**src/rtl/hsv565_pkg.sv**
```systemverilog
// Shared types and constants for the HSV to RGB565 conversion pipeline.
`timescale 1ns / 1ps

package hsv565_pkg;

  // Field widths.
  localparam int HueW   = 9;
  localparam int PctW   = 7;
  localparam int ChanW  = 8;
  localparam int PackW  = 16;
  localparam int RegionW = 3;

  // Input ranges and the full 8-bit scale.
  localparam logic [HueW-1:0]  HueMax  = HueW'(359);
  localparam logic [PctW-1:0]  PctMax  = PctW'(100);
  localparam int               FullScale = 255;

  // Six-sector bounds on the 8-bit hue (multiples of the sector width 43).
  localparam logic [ChanW-1:0] SectorW = ChanW'(43);
  localparam logic [ChanW-1:0] Bound1  = ChanW'(43);
  localparam logic [ChanW-1:0] Bound2  = ChanW'(86);
  localparam logic [ChanW-1:0] Bound3  = ChanW'(129);
  localparam logic [ChanW-1:0] Bound4  = ChanW'(172);
  localparam logic [ChanW-1:0] Bound5  = ChanW'(215);

  // Sector codes.
  localparam logic [RegionW-1:0] SecRedYel = RegionW'(0);
  localparam logic [RegionW-1:0] SecYelGrn = RegionW'(1);
  localparam logic [RegionW-1:0] SecGrnCyn = RegionW'(2);
  localparam logic [RegionW-1:0] SecCynBlu = RegionW'(3);
  localparam logic [RegionW-1:0] SecBluMag = RegionW'(4);
  localparam logic [RegionW-1:0] SecMagRed = RegionW'(5);

  // Truncating rescale x*255/top done as (x*recip) >> shift. The rounding-up
  // reciprocal is exact here because x*(recip*top - 255*2^shift) < 2^shift
  // over the whole clamped input range.
  localparam int RecipW   = 18;
  localparam int HueShift = 18;
  localparam int PctShift = 16;
  localparam logic [RecipW-1:0] HueRecip =
    RecipW'((FullScale * (2 ** HueShift) + 358) / 359);
  localparam logic [RecipW-1:0] PctRecip =
    RecipW'((FullScale * (2 ** PctShift) + 99) / 100);

  // RGB565 packing: floor(c*31/255) and floor(c*63/255) by reciprocal.
  localparam int PackShift = 16;
  localparam int PackRecipW = 14;
  localparam logic [PackRecipW-1:0] R5Recip =
    PackRecipW'((31 * (2 ** PackShift) + 254) / FullScale);
  localparam logic [PackRecipW-1:0] G6Recip =
    PackRecipW'((63 * (2 ** PackShift) + 254) / FullScale);

  // Pipeline step control handed to a stage module.
  typedef struct packed {
    logic en;   // stages advance this cycle
    logic vld;  // the item entering the stage is real
  } pipe_ctl_t;

endpackage

```
**src/rtl/hsv565_if.sv**
```systemverilog
// Request channel interfaces: HSV request in, RGB/RGB565 request out.
`timescale 1ns / 1ps

interface hsv565_in_if import hsv565_pkg::*; ();
  logic            valid;
  logic            ready;
  logic [HueW-1:0] hue_deg;
  logic [PctW-1:0] sat_pct;
  logic [PctW-1:0] val_pct;

  modport source (output valid, hue_deg, sat_pct, val_pct, input ready);
  modport sink   (input valid, hue_deg, sat_pct, val_pct, output ready);
endinterface

interface hsv565_out_if import hsv565_pkg::*; ();
  logic             valid;
  logic             ready;
  logic [ChanW-1:0] red_out;
  logic [ChanW-1:0] green_out;
  logic [ChanW-1:0] blue_out;
  logic [PackW-1:0] packed_565;

  modport source (output valid, red_out, green_out, blue_out, packed_565, input ready);
  modport sink   (input valid, red_out, green_out, blue_out, packed_565, output ready);
endinterface

```
**src/rtl/hsv565_scale.sv**
```systemverilog
// Stage 1: clamp hue, saturation and value and rescale each to 0..255.
`timescale 1ns / 1ps

module hsv565_scale import hsv565_pkg::*; (
  input  logic             clk,
  input  logic             rst_n,
  input  pipe_ctl_t        ctl,
  input  logic [HueW-1:0]  hue_deg,
  input  logic [PctW-1:0]  sat_pct,
  input  logic [PctW-1:0]  val_pct,
  output logic             vld_r,
  output logic [ChanW-1:0] h8_r,
  output logic [ChanW-1:0] s8_r,
  output logic [ChanW-1:0] v8_r
);

  logic [HueW-1:0]         hue_c;
  logic [PctW-1:0]         sat_c;
  logic [PctW-1:0]         val_c;
  logic [HueW+RecipW-1:0]  hue_prod;
  logic [PctW+RecipW-1:0]  sat_prod;
  logic [PctW+RecipW-1:0]  val_prod;

  // Clamp out-of-range requests to the top of their range.
  assign hue_c = (hue_deg > HueMax) ? HueMax : hue_deg;
  assign sat_c = (sat_pct > PctMax) ? PctMax : sat_pct;
  assign val_c = (val_pct > PctMax) ? PctMax : val_pct;

  // Reciprocal multiplies; the shift picks the truncated quotient.
  assign hue_prod = (HueW+RecipW)'(hue_c) * (HueW+RecipW)'(HueRecip);
  assign sat_prod = (PctW+RecipW)'(sat_c) * (PctW+RecipW)'(PctRecip);
  assign val_prod = (PctW+RecipW)'(val_c) * (PctW+RecipW)'(PctRecip);

  // Valid bit.
  always_ff @(posedge clk) begin
    if (!rst_n) begin
      vld_r <= 1'b0;
    end else if (ctl.en) begin
      vld_r <= ctl.vld;
    end
  end

  // Payload.
  always_ff @(posedge clk) begin
    if (ctl.en) begin
      h8_r <= hue_prod[HueShift +: ChanW];
      s8_r <= sat_prod[PctShift +: ChanW];
      v8_r <= val_prod[PctShift +: ChanW];
    end
  end

endmodule

```
**src/rtl/hsv565_pack.sv**
```systemverilog
// Final stage: RGB565 packing and the output register.
`timescale 1ns / 1ps

module hsv565_pack import hsv565_pkg::*; (
  input  logic             clk,
  input  logic             rst_n,
  input  pipe_ctl_t        ctl,
  input  logic [ChanW-1:0] red,
  input  logic [ChanW-1:0] green,
  input  logic [ChanW-1:0] blue,
  output logic             vld_r,
  output logic [ChanW-1:0] red_r,
  output logic [ChanW-1:0] green_r,
  output logic [ChanW-1:0] blue_r,
  output logic [PackW-1:0] packed_r
);

  localparam int ProdW = ChanW + PackRecipW;

  logic [ProdW-1:0] r_prod;
  logic [ProdW-1:0] g_prod;
  logic [ProdW-1:0] b_prod;
  logic [PackW-1:0] packed_nxt;

  // floor(c*31/255) and floor(c*63/255) through exact reciprocals.
  assign r_prod = ProdW'(red)   * ProdW'(R5Recip);
  assign g_prod = ProdW'(green) * ProdW'(G6Recip);
  assign b_prod = ProdW'(blue)  * ProdW'(R5Recip);

  assign packed_nxt = {r_prod[PackShift +: 5], g_prod[PackShift +: 6],
                       b_prod[PackShift +: 5]};

  // Valid bit of the output register.
  always_ff @(posedge clk) begin
    if (!rst_n) begin
      vld_r <= 1'b0;
    end else if (ctl.en) begin
      vld_r <= ctl.vld;
    end
  end

  // Output payload.
  always_ff @(posedge clk) begin
    if (ctl.en) begin
      red_r    <= red;
      green_r  <= green;
      blue_r   <= blue;
      packed_r <= packed_nxt;
    end
  end

endmodule

```
**src/rtl/hsv_to_rgb565_unit.sv**
```systemverilog
// Top level: five-stage HSV to RGB and RGB565 conversion pipeline.
//
//   channel   direction  payload                                     handshake
//   in_hsv    sink       hue_deg[8:0] sat_pct[6:0] val_pct[6:0]      valid/ready
//   out_rgb   source     red_out green_out blue_out [7:0]            valid/ready
//                        packed_565[15:0]
//
// One request per clock while no result waits unread; each result is offered
// once its request has passed five register stages (rescale, sector and
// products, p/q/t, channel select, pack).
// All five stages advance together whenever the output register is empty or
// being drained, so in_hsv.ready is low only while a result waits unread.
// Reset (rst_n low, synchronous) clears the valid bits of every stage.
`timescale 1ns / 1ps

module hsv_to_rgb565_unit import hsv565_pkg::*; (
  input logic        clk,
  input logic        rst_n,
  hsv565_in_if.sink    in_hsv,
  hsv565_out_if.source out_rgb
);

  pipe_ctl_t        ctl1;
  pipe_ctl_t        ctl5;
  logic             adv;
  logic             out_vld;

  // Stage 1 outputs.
  logic             s1_vld;
  logic [ChanW-1:0] s1_h8;
  logic [ChanW-1:0] s1_s8;
  logic [ChanW-1:0] s1_v8;

  // Stage 2 registers.
  logic               s2_vld_r;
  logic [ChanW-1:0]   s2_v8_r;
  logic [ChanW-1:0]   s2_s8_r;
  logic               s2_grey_r;
  logic [RegionW-1:0] s2_region_r;
  logic [ChanW-1:0]   s2_sa_r;
  logic [ChanW-1:0]   s2_sb_r;

  // Stage 3 registers.
  logic               s3_vld_r;
  logic [ChanW-1:0]   s3_v8_r;
  logic               s3_grey_r;
  logic [RegionW-1:0] s3_region_r;
  logic [ChanW-1:0]   s3_p_r;
  logic [ChanW-1:0]   s3_q_r;
  logic [ChanW-1:0]   s3_t_r;

  // Stage 4 registers.
  logic               s4_vld_r;
  logic [ChanW-1:0]   s4_red_r;
  logic [ChanW-1:0]   s4_green_r;
  logic [ChanW-1:0]   s4_blue_r;

  // Combinational values.
  logic [RegionW-1:0] region_nxt;
  logic [ChanW-1:0]   base;
  logic [ChanW-1:0]   offset;
  logic [ChanW-1:0]   rem_nxt;
  logic [ChanW-1:0]   rem_cmp;
  logic [ChanW-1:0]   s_cmp;
  logic [ChanW-1:0]   sa_cmp;
  logic [ChanW-1:0]   sb_cmp;
  logic [2*ChanW-1:0] sa_prod;
  logic [2*ChanW-1:0] sb_prod;
  logic [2*ChanW-1:0] p_prod;
  logic [2*ChanW-1:0] q_prod;
  logic [2*ChanW-1:0] t_prod;
  logic [ChanW-1:0]   red_nxt;
  logic [ChanW-1:0]   green_nxt;
  logic [ChanW-1:0]   blue_nxt;

  // Whole-pipe advance: the output register is free or is being read.
  assign adv          = !out_vld || out_rgb.ready;
  assign in_hsv.ready = adv;
  assign ctl1         = '{en: adv, vld: in_hsv.valid};
  assign ctl5         = '{en: adv, vld: s4_vld_r};

  // Stage 1: clamp and rescale.
  hsv565_scale u_scale (
    .clk     (clk),
    .rst_n   (rst_n),
    .ctl     (ctl1),
    .hue_deg (in_hsv.hue_deg),
    .sat_pct (in_hsv.sat_pct),
    .val_pct (in_hsv.val_pct),
    .vld_r   (s1_vld),
    .h8_r    (s1_h8),
    .s8_r    (s1_s8),
    .v8_r    (s1_v8)
  );

  // Stage 2: sector index, scaled remainder and the saturation products.
  always_comb begin
    if (s1_h8 >= Bound5) begin
      region_nxt = SecMagRed;
      base       = Bound5;
    end else if (s1_h8 >= Bound4) begin
      region_nxt = SecBluMag;
      base       = Bound4;
    end else if (s1_h8 >= Bound3) begin
      region_nxt = SecCynBlu;
      base       = Bound3;
    end else if (s1_h8 >= Bound2) begin
      region_nxt = SecGrnCyn;
      base       = Bound2;
    end else if (s1_h8 >= Bound1) begin
      region_nxt = SecYelGrn;
      base       = Bound1;
    end else begin
      region_nxt = SecRedYel;
      base       = '0;
    end
  end

  // The offset within a sector stays below 43, so six times it fits 8 bits.
  assign offset  = s1_h8 - base;
  assign rem_nxt = ChanW'({offset, 2'b00} + {offset, 1'b0});
  // 255 - x on an 8-bit value is its bitwise inverse.
  assign rem_cmp = ~rem_nxt;
  assign sa_prod = (2*ChanW)'(s1_s8) * (2*ChanW)'(rem_nxt);
  assign sb_prod = (2*ChanW)'(s1_s8) * (2*ChanW)'(rem_cmp);

  always_ff @(posedge clk) begin
    if (!rst_n) begin
      s2_vld_r <= 1'b0;
    end else if (adv) begin
      s2_vld_r <= s1_vld;
    end
  end

  always_ff @(posedge clk) begin
    if (adv) begin
      s2_v8_r     <= s1_v8;
      s2_s8_r     <= s1_s8;
      s2_grey_r   <= (s1_s8 == '0);
      s2_region_r <= region_nxt;
      s2_sa_r     <= sa_prod[ChanW +: ChanW];
      s2_sb_r     <= sb_prod[ChanW +: ChanW];
    end
  end

  // Stage 3: p, q and t as value times the complemented factors.
  assign s_cmp  = ~s2_s8_r;
  assign sa_cmp = ~s2_sa_r;
  assign sb_cmp = ~s2_sb_r;
  assign p_prod = (2*ChanW)'(s2_v8_r) * (2*ChanW)'(s_cmp);
  assign q_prod = (2*ChanW)'(s2_v8_r) * (2*ChanW)'(sa_cmp);
  assign t_prod = (2*ChanW)'(s2_v8_r) * (2*ChanW)'(sb_cmp);

  always_ff @(posedge clk) begin
    if (!rst_n) begin
      s3_vld_r <= 1'b0;
    end else if (adv) begin
      s3_vld_r <= s2_vld_r;
    end
  end

  always_ff @(posedge clk) begin
    if (adv) begin
      s3_v8_r     <= s2_v8_r;
      s3_grey_r   <= s2_grey_r;
      s3_region_r <= s2_region_r;
      s3_p_r      <= p_prod[ChanW +: ChanW];
      s3_q_r      <= q_prod[ChanW +: ChanW];
      s3_t_r      <= t_prod[ChanW +: ChanW];
    end
  end

  // Stage 4: pick the channels by sector; zero saturation gives grey.
  always_comb begin
    unique case (s3_region_r)
      SecRedYel: begin
        red_nxt = s3_v8_r; green_nxt = s3_t_r;  blue_nxt = s3_p_r;
      end
      SecYelGrn: begin
        red_nxt = s3_q_r;  green_nxt = s3_v8_r; blue_nxt = s3_p_r;
      end
      SecGrnCyn: begin
        red_nxt = s3_p_r;  green_nxt = s3_v8_r; blue_nxt = s3_t_r;
      end
      SecCynBlu: begin
        red_nxt = s3_p_r;  green_nxt = s3_q_r;  blue_nxt = s3_v8_r;
      end
      SecBluMag: begin
        red_nxt = s3_t_r;  green_nxt = s3_p_r;  blue_nxt = s3_v8_r;
      end
      default: begin
        red_nxt = s3_v8_r; green_nxt = s3_p_r;  blue_nxt = s3_q_r;
      end
    endcase
    if (s3_grey_r) begin
      red_nxt   = s3_v8_r;
      green_nxt = s3_v8_r;
      blue_nxt  = s3_v8_r;
    end
  end

  always_ff @(posedge clk) begin
    if (!rst_n) begin
      s4_vld_r <= 1'b0;
    end else if (adv) begin
      s4_vld_r <= s3_vld_r;
    end
  end

  always_ff @(posedge clk) begin
    if (adv) begin
      s4_red_r   <= red_nxt;
      s4_green_r <= green_nxt;
      s4_blue_r  <= blue_nxt;
    end
  end

  // Stage 5: RGB565 packing into the output register.
  hsv565_pack u_pack (
    .clk      (clk),
    .rst_n    (rst_n),
    .ctl      (ctl5),
    .red      (s4_red_r),
    .green    (s4_green_r),
    .blue     (s4_blue_r),
    .vld_r    (out_vld),
    .red_r    (out_rgb.red_out),
    .green_r  (out_rgb.green_out),
    .blue_r   (out_rgb.blue_out),
    .packed_r (out_rgb.packed_565)
  );

  assign out_rgb.valid = out_vld;

endmodule

```
**src/flat_wrapper.sv**
```systemverilog
// flat-port wrapper written by rule: the top's interface ports become plain ports
module hsv_to_rgb565_unit_flat import hsv565_pkg::*;
  (clk, rst_n, in_hsv_valid, in_hsv_hue_deg, in_hsv_sat_pct, in_hsv_val_pct, in_hsv_ready, out_rgb_valid, out_rgb_red_out, out_rgb_green_out, out_rgb_blue_out, out_rgb_packed_565, out_rgb_ready);
  hsv565_in_if in_hsv_i ();
  hsv565_out_if out_rgb_i ();
  input logic clk;
  input logic rst_n;
  input wire logic [$bits(in_hsv_i.valid)-1:0] in_hsv_valid;
  input wire logic [$bits(in_hsv_i.hue_deg)-1:0] in_hsv_hue_deg;
  input wire logic [$bits(in_hsv_i.sat_pct)-1:0] in_hsv_sat_pct;
  input wire logic [$bits(in_hsv_i.val_pct)-1:0] in_hsv_val_pct;
  output wire logic [$bits(in_hsv_i.ready)-1:0] in_hsv_ready;
  output wire logic [$bits(out_rgb_i.valid)-1:0] out_rgb_valid;
  output wire logic [$bits(out_rgb_i.red_out)-1:0] out_rgb_red_out;
  output wire logic [$bits(out_rgb_i.green_out)-1:0] out_rgb_green_out;
  output wire logic [$bits(out_rgb_i.blue_out)-1:0] out_rgb_blue_out;
  output wire logic [$bits(out_rgb_i.packed_565)-1:0] out_rgb_packed_565;
  input wire logic [$bits(out_rgb_i.ready)-1:0] out_rgb_ready;
  assign in_hsv_i.valid = in_hsv_valid;
  assign in_hsv_i.hue_deg = in_hsv_hue_deg;
  assign in_hsv_i.sat_pct = in_hsv_sat_pct;
  assign in_hsv_i.val_pct = in_hsv_val_pct;
  assign in_hsv_ready = in_hsv_i.ready;
  assign out_rgb_valid = out_rgb_i.valid;
  assign out_rgb_red_out = out_rgb_i.red_out;
  assign out_rgb_green_out = out_rgb_i.green_out;
  assign out_rgb_blue_out = out_rgb_i.blue_out;
  assign out_rgb_packed_565 = out_rgb_i.packed_565;
  assign out_rgb_i.ready = out_rgb_ready;
  hsv_to_rgb565_unit u_core (.clk(clk), .rst_n(rst_n), .in_hsv(in_hsv_i), .out_rgb(out_rgb_i));
endmodule
```
**config.mk**
```make
export PLATFORM = sky130hd
export DESIGN_NAME = hsv_to_rgb565_unit_flat
export DESIGN_NICKNAME = d
export VERILOG_FILES = /design/src/rtl/hsv565_pkg.sv /design/src/rtl/hsv565_if.sv /design/src/rtl/hsv565_scale.sv /design/src/rtl/hsv565_pack.sv /design/src/rtl/hsv_to_rgb565_unit.sv /design/src/flat_wrapper.sv
export SDC_FILE = /design/constraint.sdc
export NUM_CORES = 1
export LEC_CHECK = 0
export ABC_AREA = 1
export BUFFER_PORTS_ARGS = -buffer_cell sky130_fd_sc_hd__buf_2
export CORE_UTILIZATION = 64
export CTS_CLUSTER_DIAMETER = 60
export DETAILED_ROUTE_END_ITERATION = 7
export GPL_TIMING_DRIVEN = 0
export PLACE_DENSITY_LB_ADDON = 0.05
export SYNTH_ARGS = -nofsm -noshare
export SYNTH_HDL_FRONTEND = slang
export SYNTH_HIERARCHICAL = 1
export SYNTH_SLANG_ARGS = --single-unit
```
**constraint.sdc**
```tcl
create_clock -name clk -period 17.7 [get_ports clk]
set_input_delay 0.885 -clock clk [delete_from_list [all_inputs] [get_ports clk]]
set_output_delay 0.885 -clock clk [all_outputs]
set_load 0.02 [all_outputs]
```
==> flow_summary.json, run 1 <==
{
  "vias": 21900,
  "worstSetupEndpointType": "flop",
  "drt_iter0_markers": 1337,
  "syn_area_mm2": 0.0276,
  "num_antenna_cells": 0,
  "final_cell_area_mm2": 0.0292,
  "cp_common_cell": "nand2_1",
  "fmax_mhz": 124,
  "grt_usage_pct": 30.1,
  "place_hpwl_um": 53200,
  "largest_reg_flops": 16,
  "ys_ff_latch": 165,
  "ant_nets": 0,
  "grt_pass1_wl_um": 106000,
  "gp_congestion": 0.988,
  "regMostFlops": "u_core/u_pack/packed_r",
  "startpoint_type": "flop",
  "antenna_found_initial": 0,
  "die_h_um": 210,
  "min_to": "u_core/s2_v8_r[0]",
  "cp.arrival_ns": 8.29,
  "crit_type": "flop to flop",
  "drive_gt1_share_pct": 5.62,
  "worstHoldStart": "u_core/u_scale/v8_r[0]",
  "reg2regPathDepth": 30,
  "synth_ff_type": "edfxtp_1",
  "worstSkewPairLatency_ns": 0.47,
  "cp_max_fo": 10,
  "rrSetupSlack_ns": 9.62,
  "grt_pass1_vias": 22600,
  "r2r_start": "u_core/u_scale/h8_r[6]",
  "grt_start_max_net_pins": 113,
  "cp_num_buf_inv": 8,
  "core_mm2": 0.0422,
  "ys_async_sr_fraction_pct": 0,
  "grt_setup_unrepaired": "false",
  "crit_required_ns": 17.92,
  "critPathTopFamily": "adder cells",
  "path_clk_slew_ns": 0.08,
  "period_minus_slack_ns": 8.08,
  "relSlewSlack_pct": 30.9,
  "drcViolationCount": 0,
  "cts_setup_buffers": 0,
  "htree_levels": 4,
  "setup_viol": 0,
  "ioPinCount": 69,
  "cts_resized": 0,
  "wl_um": 63400,
  "syn-mean-instance-area_um2": 8.27,
  "ctsLongestPathBuffers": 2,
  "die_area_mm2": 0.0439,
  "ctsHoldBuffers": 0,
  "clock-sinks": 165,
  "vias_per_cell": 5.51,
  "synth-edff-count": 160,
  "io_buffers": 68,
  "drv_slew": 0,
  "yosysUniqueCellTypes": 59,
  "tightest_slew_ns": 1.03,
  "yosysWarnings": 6,
  "r2r-end": "u_core/s2_sb_r[6]",
  "wl_per_cell_um": 15.9,
  "fin_nets": 4221,
  "fin_tns_setup_ns": 0,
  "yosysSeqAreaShare_pct": 17.8,
  "min_path_cells": 0,
  "hold_viol_final": 0,
  "hold_path_class": "flop to flop",
  "slowest_delay_ns": 0.82,
  "cts_root_buf": "clkbuf_16",
  "die_width_um": 210,
  "rows": 75,
  "overflow": 0,
  "cp_slowest_cell": "xor2_1",
  "dr.pass1.iters": 7,
  "postPlaceCellArea_mm2": 0.0286,
  "cts_buffers": 17,
  "cap_viol_max_count": 0,
  "hold_slack_ns": 0.424,
  "outcome": "finished clean",
  "fill_cells": 3467,
  "cts_tree": "yes",
  "syn2layout_area_growth_pct": 6.05,
  "start_util_pct": 65.3,
  "period_share_pct": 45.6,
  "fin_skew_ns": 0.0207,
  "synth_cells": 3333
}
layer usage:
| metal | up-vias | share of wire (%) | global-route usage [%] |
|---|---|---|---|
| met4 | 0 | 3.3 | 12.2 |
| li1 | 10700 | - | - |
| met1 | 10400 | 42 | 37.7 |
| met2 | 638 | 49 | 53.4 |
| met3 | 136 | 4.9 | 3.14 |
| met5 | - | 0 | 0 |
worst register-to-register path: cells and delay by family, from the launching register on:
kind                       cells  cell delay (ns)
AOI/OAI and AO/OA              4             0.80
buffers and inverters          8             1.46
DFF                            1             0.52
and+or+nand+nor                9             0.90
adders and majority gates      8             3.34
xor gates and xnor gates       1             0.82
area by class of cell:
cell class | count | area [um2] | share of cell area (%)
Tap cell | 539 | 674 | 2.31
Clock buffer | 17 | 425 | 1.46
Timing Repair Buffer | 69 | 368 | 1.26
Inverter | 761 | 2870 | 9.80
Buffer | 34 | 144 | 0.492
Sequential cell | 165 | 4900 | 16.8
Multi-Input combinational cell | 2375 | 19700 | 67.3
Clock inverter | 15 | 185 | 0.634
stage by stage:
stage / std cells / setup WS, ns / utilization (%)
after CTS: 3975 / 9.71 / 69.2
after global routing: 3975 / 9.12 / 69.2
after detailed placement: 3943 / 9.71 / 67.8
after global placement: 3942 / 9.82 / 67.7
final: 3975 / 9.62 / 69.2
after floorplan: 3335 / 11.21 / -
how the worst max path moves through the flow:
stage                     depth (start not counted)              startpoint                end  slack, ns
after floorplan                                  32  u_core/u_scale/h8_r[6]  u_core/s2_sb_r[6]      11.21
after global placement                           29  u_core/u_scale/h8_r[3]  u_core/s2_sb_r[6]       9.82
after detailed placement                         30  u_core/u_scale/h8_r[6]  u_core/s2_sb_r[6]       9.71
after CTS                                        30  u_core/u_scale/h8_r[6]  u_core/s2_sb_r[6]       9.71
after global routing                             29  u_core/u_scale/h8_r[3]  u_core/s2_sb_r[6]       9.12
final                                            30  u_core/u_scale/h8_r[6]  u_core/s2_sb_r[6]       9.62
synthesized netlist by cell type (7+ instances only):
library cell / count / area [um2]
nand2_1: 625 / 2350
or2_2: 7 / 43.8
nand3_1: 100 / 500
o21bai_1: 21 / 158
edfxtp_1: 160 / 4800
nand2_2: 19 / 119
clkbuf_1: 27 / 101
o221ai_1: 8 / 70.1
o211ai_1: 10 / 75.1
nand3b_1: 8 / 60.1
o21ai_0: 82 / 410
o21ai_1: 11 / 55.1
xor2_1: 46 / 403
nor3_1: 19 / 95.1
nor2_2: 11 / 68.8
nor2_1: 305 / 1140
o22ai_1: 15 / 93.8
fa_1: 310 / 6210
xnor2_1: 16 / 140
inv_1: 739 / 2770
inv_2: 16 / 60.1
a21oi_1: 160 / 801
nand4_1: 37 / 231
a211oi_1: 8 / 60.1
a31oi_1: 15 / 93.8
a21o_1: 17 / 128
ha_1: 461 / 5770
cells in the final DEF, fill, tap and decap left out, drive strengths merged, types with 11 or more instances in the layout:
cell type  count
o21ai         95
nand3        105
edfxtp       160
fa           310
clkbuf        45
nor3          25
a31oi         15
a21oi        162
clkinv        11
a21o          18
xnor2         17
buf           75
o211ai        11
nand4         37
nand2        647
nor2         320
o22ai         15
xor2          46
o21bai        24
inv          762
ha           461
logic make-up (layout without fill, tap and decap cells):
kind of cell    Yosys count  count (layout)  share of synthesized area [%]
simple gates           1162            1162                           17.9
other cells               1               3                         0.0136
flops                   165             165                           17.8
buf+inv                 795             896                           10.9
fa+ha+maj               771             771                           43.4
xor+xnor                 63              63                           2.03
compound gates          376             376                           7.96
Power of run 1 is left out: the tool's default activity adds up to more than one toggle a clock period on the data nets, which glitch-free logic cannot reach.
==> run 2: changes to the inputs <==
--- a/config.mk
+++ b/config.mk
@@ -7,7 +7,7 @@
 export LEC_CHECK = 0
 export ABC_AREA = 1
 export BUFFER_PORTS_ARGS = -buffer_cell sky130_fd_sc_hd__buf_2
-export CORE_UTILIZATION = 64
+export CORE_UTILIZATION = 60
 export CTS_CLUSTER_DIAMETER = 60
 export DETAILED_ROUTE_END_ITERATION = 7
 export GPL_TIMING_DRIVEN = 0
==> constraint.sdc (replaced) <==
create_clock -name clk -period 7.2 [get_ports clk]
set_input_delay 0.36 -clock clk [delete_from_list [all_inputs] [get_ports clk]]
set_output_delay 0.36 -clock clk [all_outputs]
set_load 0.02 [all_outputs]
==> run 2 against run 1 <==
  * The flow now finishes with violations (design-rule violations)
  * Fmax rose by 17%
  * Critical path depth fell by 4
  * Sequential cell count did not move
  * Routed wire length rose by 1.3%
  * Cell count rose by 2.0%
  * Via count rose by 0.61%
  * Worst hold slack got worse by 0.30 ns
  * Utilization fell by 4.1 points
  * Critical endpoint unchanged
==> flow_summary.json, run 2 (synthesized netlist as in run 1, its figures left out) <==
{
  "fin_util_pct": 65.1,
  "grt_pass1_wl_um": 106000,
  "hold_path_class": "input port to flop",
  "drt_iter0_markers": 1326,
  "fin_nets": 4239,
  "reg2regPathDepth": 26,
  "top_usage_layer": "met2",
  "min_path_cells": 3,
  "die_width_um": 216,
  "startpoint_type": "flop",
  "wl_per_cell_um": 15.8,
  "final_cell_mix": "736 x inv_1, 623 x nand2_1, 456 x ha_1",
  "ctsHoldBuffers": 0,
  "tightest_slew_ns": 0.727,
  "grt_pass1_vias": 22000,
  "rows": 78,
  "gp_congestion": 0.938,
  "globalRouteMet1Util_pct": 36.4,
  "cts_tree": "yes",
  "ant_nets": 0,
  "period_minus_slack_ns": 6.88,
  "drcViolationCount": 2,
  "regMostFlops": "u_core/u_pack/packed_r",
  "clock-sinks": 165,
  "htree_levels": 4,
  "vias_per_cell": 5.43,
  "wl_um": 64200,
  "ctsLongestPathBuffers": 2,
  "relSlewSlack_pct": 51.5,
  "crit_type": "flop to flop",
  "worstSkewPairLatency_ns": 0.47,
  "grtUsageMet2_pct": 49.2,
  "path_clk_slew_ns": 0.06,
  "antenna_found_initial": 0,
  "drv_slew": 0,
  "start_util_pct": 60.7,
  "cp_max_fo": 9,
  "grt_setup_unrepaired": "true",
  "worstSetupEndpointType": "flop",
  "die_h_um": 216,
  "die_area_mm2": 0.0468,
  "mostFrequentLayoutCell": "inv_1",
  "hold_slack_ns": 0.124,
  "hold_viol_final": 0,
  "fin_tns_setup_ns": 0,
  "cts_buffers": 17,
  "fmax_mhz": 145,
  "crit_required_ns": 7.42,
  "fill_cells": 3921,
  "dr.pass1.iters": 7,
  "setup_viol": 0,
  "grt_usage_pct": 28.1,
  "io_buffers": 68,
  "cap_viol_max_count": 0,
  "cp.arrival_ns": 7.10,
  "period_share_pct": 95.5,
  "overflow": 0,
  "cts_root_buf": "clkbuf_16",
  "outcome": "finished, violations left",
  "fin_skew_ns": 0.0115,
  "largest_reg_flops": 16,
  "place_hpwl_um": 53700,
  "use_met3_pct": 2.64,
  "drive_gt1_share_pct": 6.86,
  "num_antenna_cells": 0,
  "ioPinCount": 69,
  "grt_start_max_net_pins": 94,
  "core_mm2": 0.0454,
  "syn2layout_area_growth_pct": 7.19,
  "violations": "design-rule violations",
  "vias": 22000
}
[run 2: cell types whose count changed in the layout (fill, tap and decap cells not counted), moves of 3 or more]
cell / delta
ha_1: -5
a21oi_1: -9
a21oi_2: +8
buf_4: +17
inv_8: -3
o21ai_0: -4
clkinv_8: -4
ha_2: +3
[run 2: worst max-delay path, cell delays in order, from the launching register on]
cell and delay [ns]:
edfxtp_1 0.48, nor2_2 0.15, nand2_1 0.09, o21ai_2 0.23, a21oi_2 0.10, nand2_1 0.10, nand2_1 0.06, ha_1 0.22
fa_2 0.57, inv_1 0.09, ha_2 0.21, fa_2 0.42, xor2_4 0.39, inv_1 0.28, nand2_1 0.15, fa_1 0.46
fa_1 0.57, fa_1 0.43, fa_1 0.49, inv_1 0.04, ha_1 0.32, a21oi_1 0.21, o21ai_1 0.13, a211oi_2 0.24
nand2_1 0.08, nand2_1 0.06, nand2_1 0.04
[run 2: final cells by class]
type                    count  area [um2]  area share (%)
clock inverters            14         128           0.432
inverters                 761        2870            9.71
repair buffers             87         507            1.72
plain buffers              33         144           0.487
flip-flops and latches    165        4900            16.6
clock buffers              17         425            1.44
multi-input cells        2376       19800            67.1
well taps                 600         751            2.54
[run 2: per-layer routing]
layer | wire length (um) | share of wire (%)
met1 | 28300 | 44
met4 | 1670 | 2.6
met5 | 0 | 0
met3 | 2270 | 3.5
met2 | 32000 | 50
[run 2: path summary, 6_finish.rpt]
path                                             start                    to  slack (ns)
worst max-delay path            u_core/u_scale/h8_r[3]     u_core/s2_sb_r[6]        0.32
worst min-delay path                      in_hsv_valid  u_core/u_scale/vld_r        0.12
worst max register to register  u_core/u_scale/h8_r[3]     u_core/s2_sb_r[6]        0.32
worst min register to register  u_core/u_scale/v8_r[0]     u_core/s2_v8_r[0]        0.42
[run 2: through the flow]
stage / area (um2) / worst slack (ns) / cells
2_1_floorplan: 27600 / 0.710 / 3335
3_3_place_gp: 28700 / -0.708 / 4003
3_5_place_dp: 28700 / -0.853 / 4004
4_1_cts: 29300 / 0.00677 / 4039
5_1_grt: 29500 / -0.0653 / 4053
6_report: 29500 / 0.323 / 4053
[run 2: timing repair]
| action | in CTS | in global routing |
|---|---|---|
| endpoints found under the setup margin | 16 | 15 |
| setup buffers | 5 | 13 |
| pin swaps | 2 | 9 |
| resized for setup | 7 | 33 |
| gates cloned | 0 | 1 |
Power of run 2 is left out for the same reason.
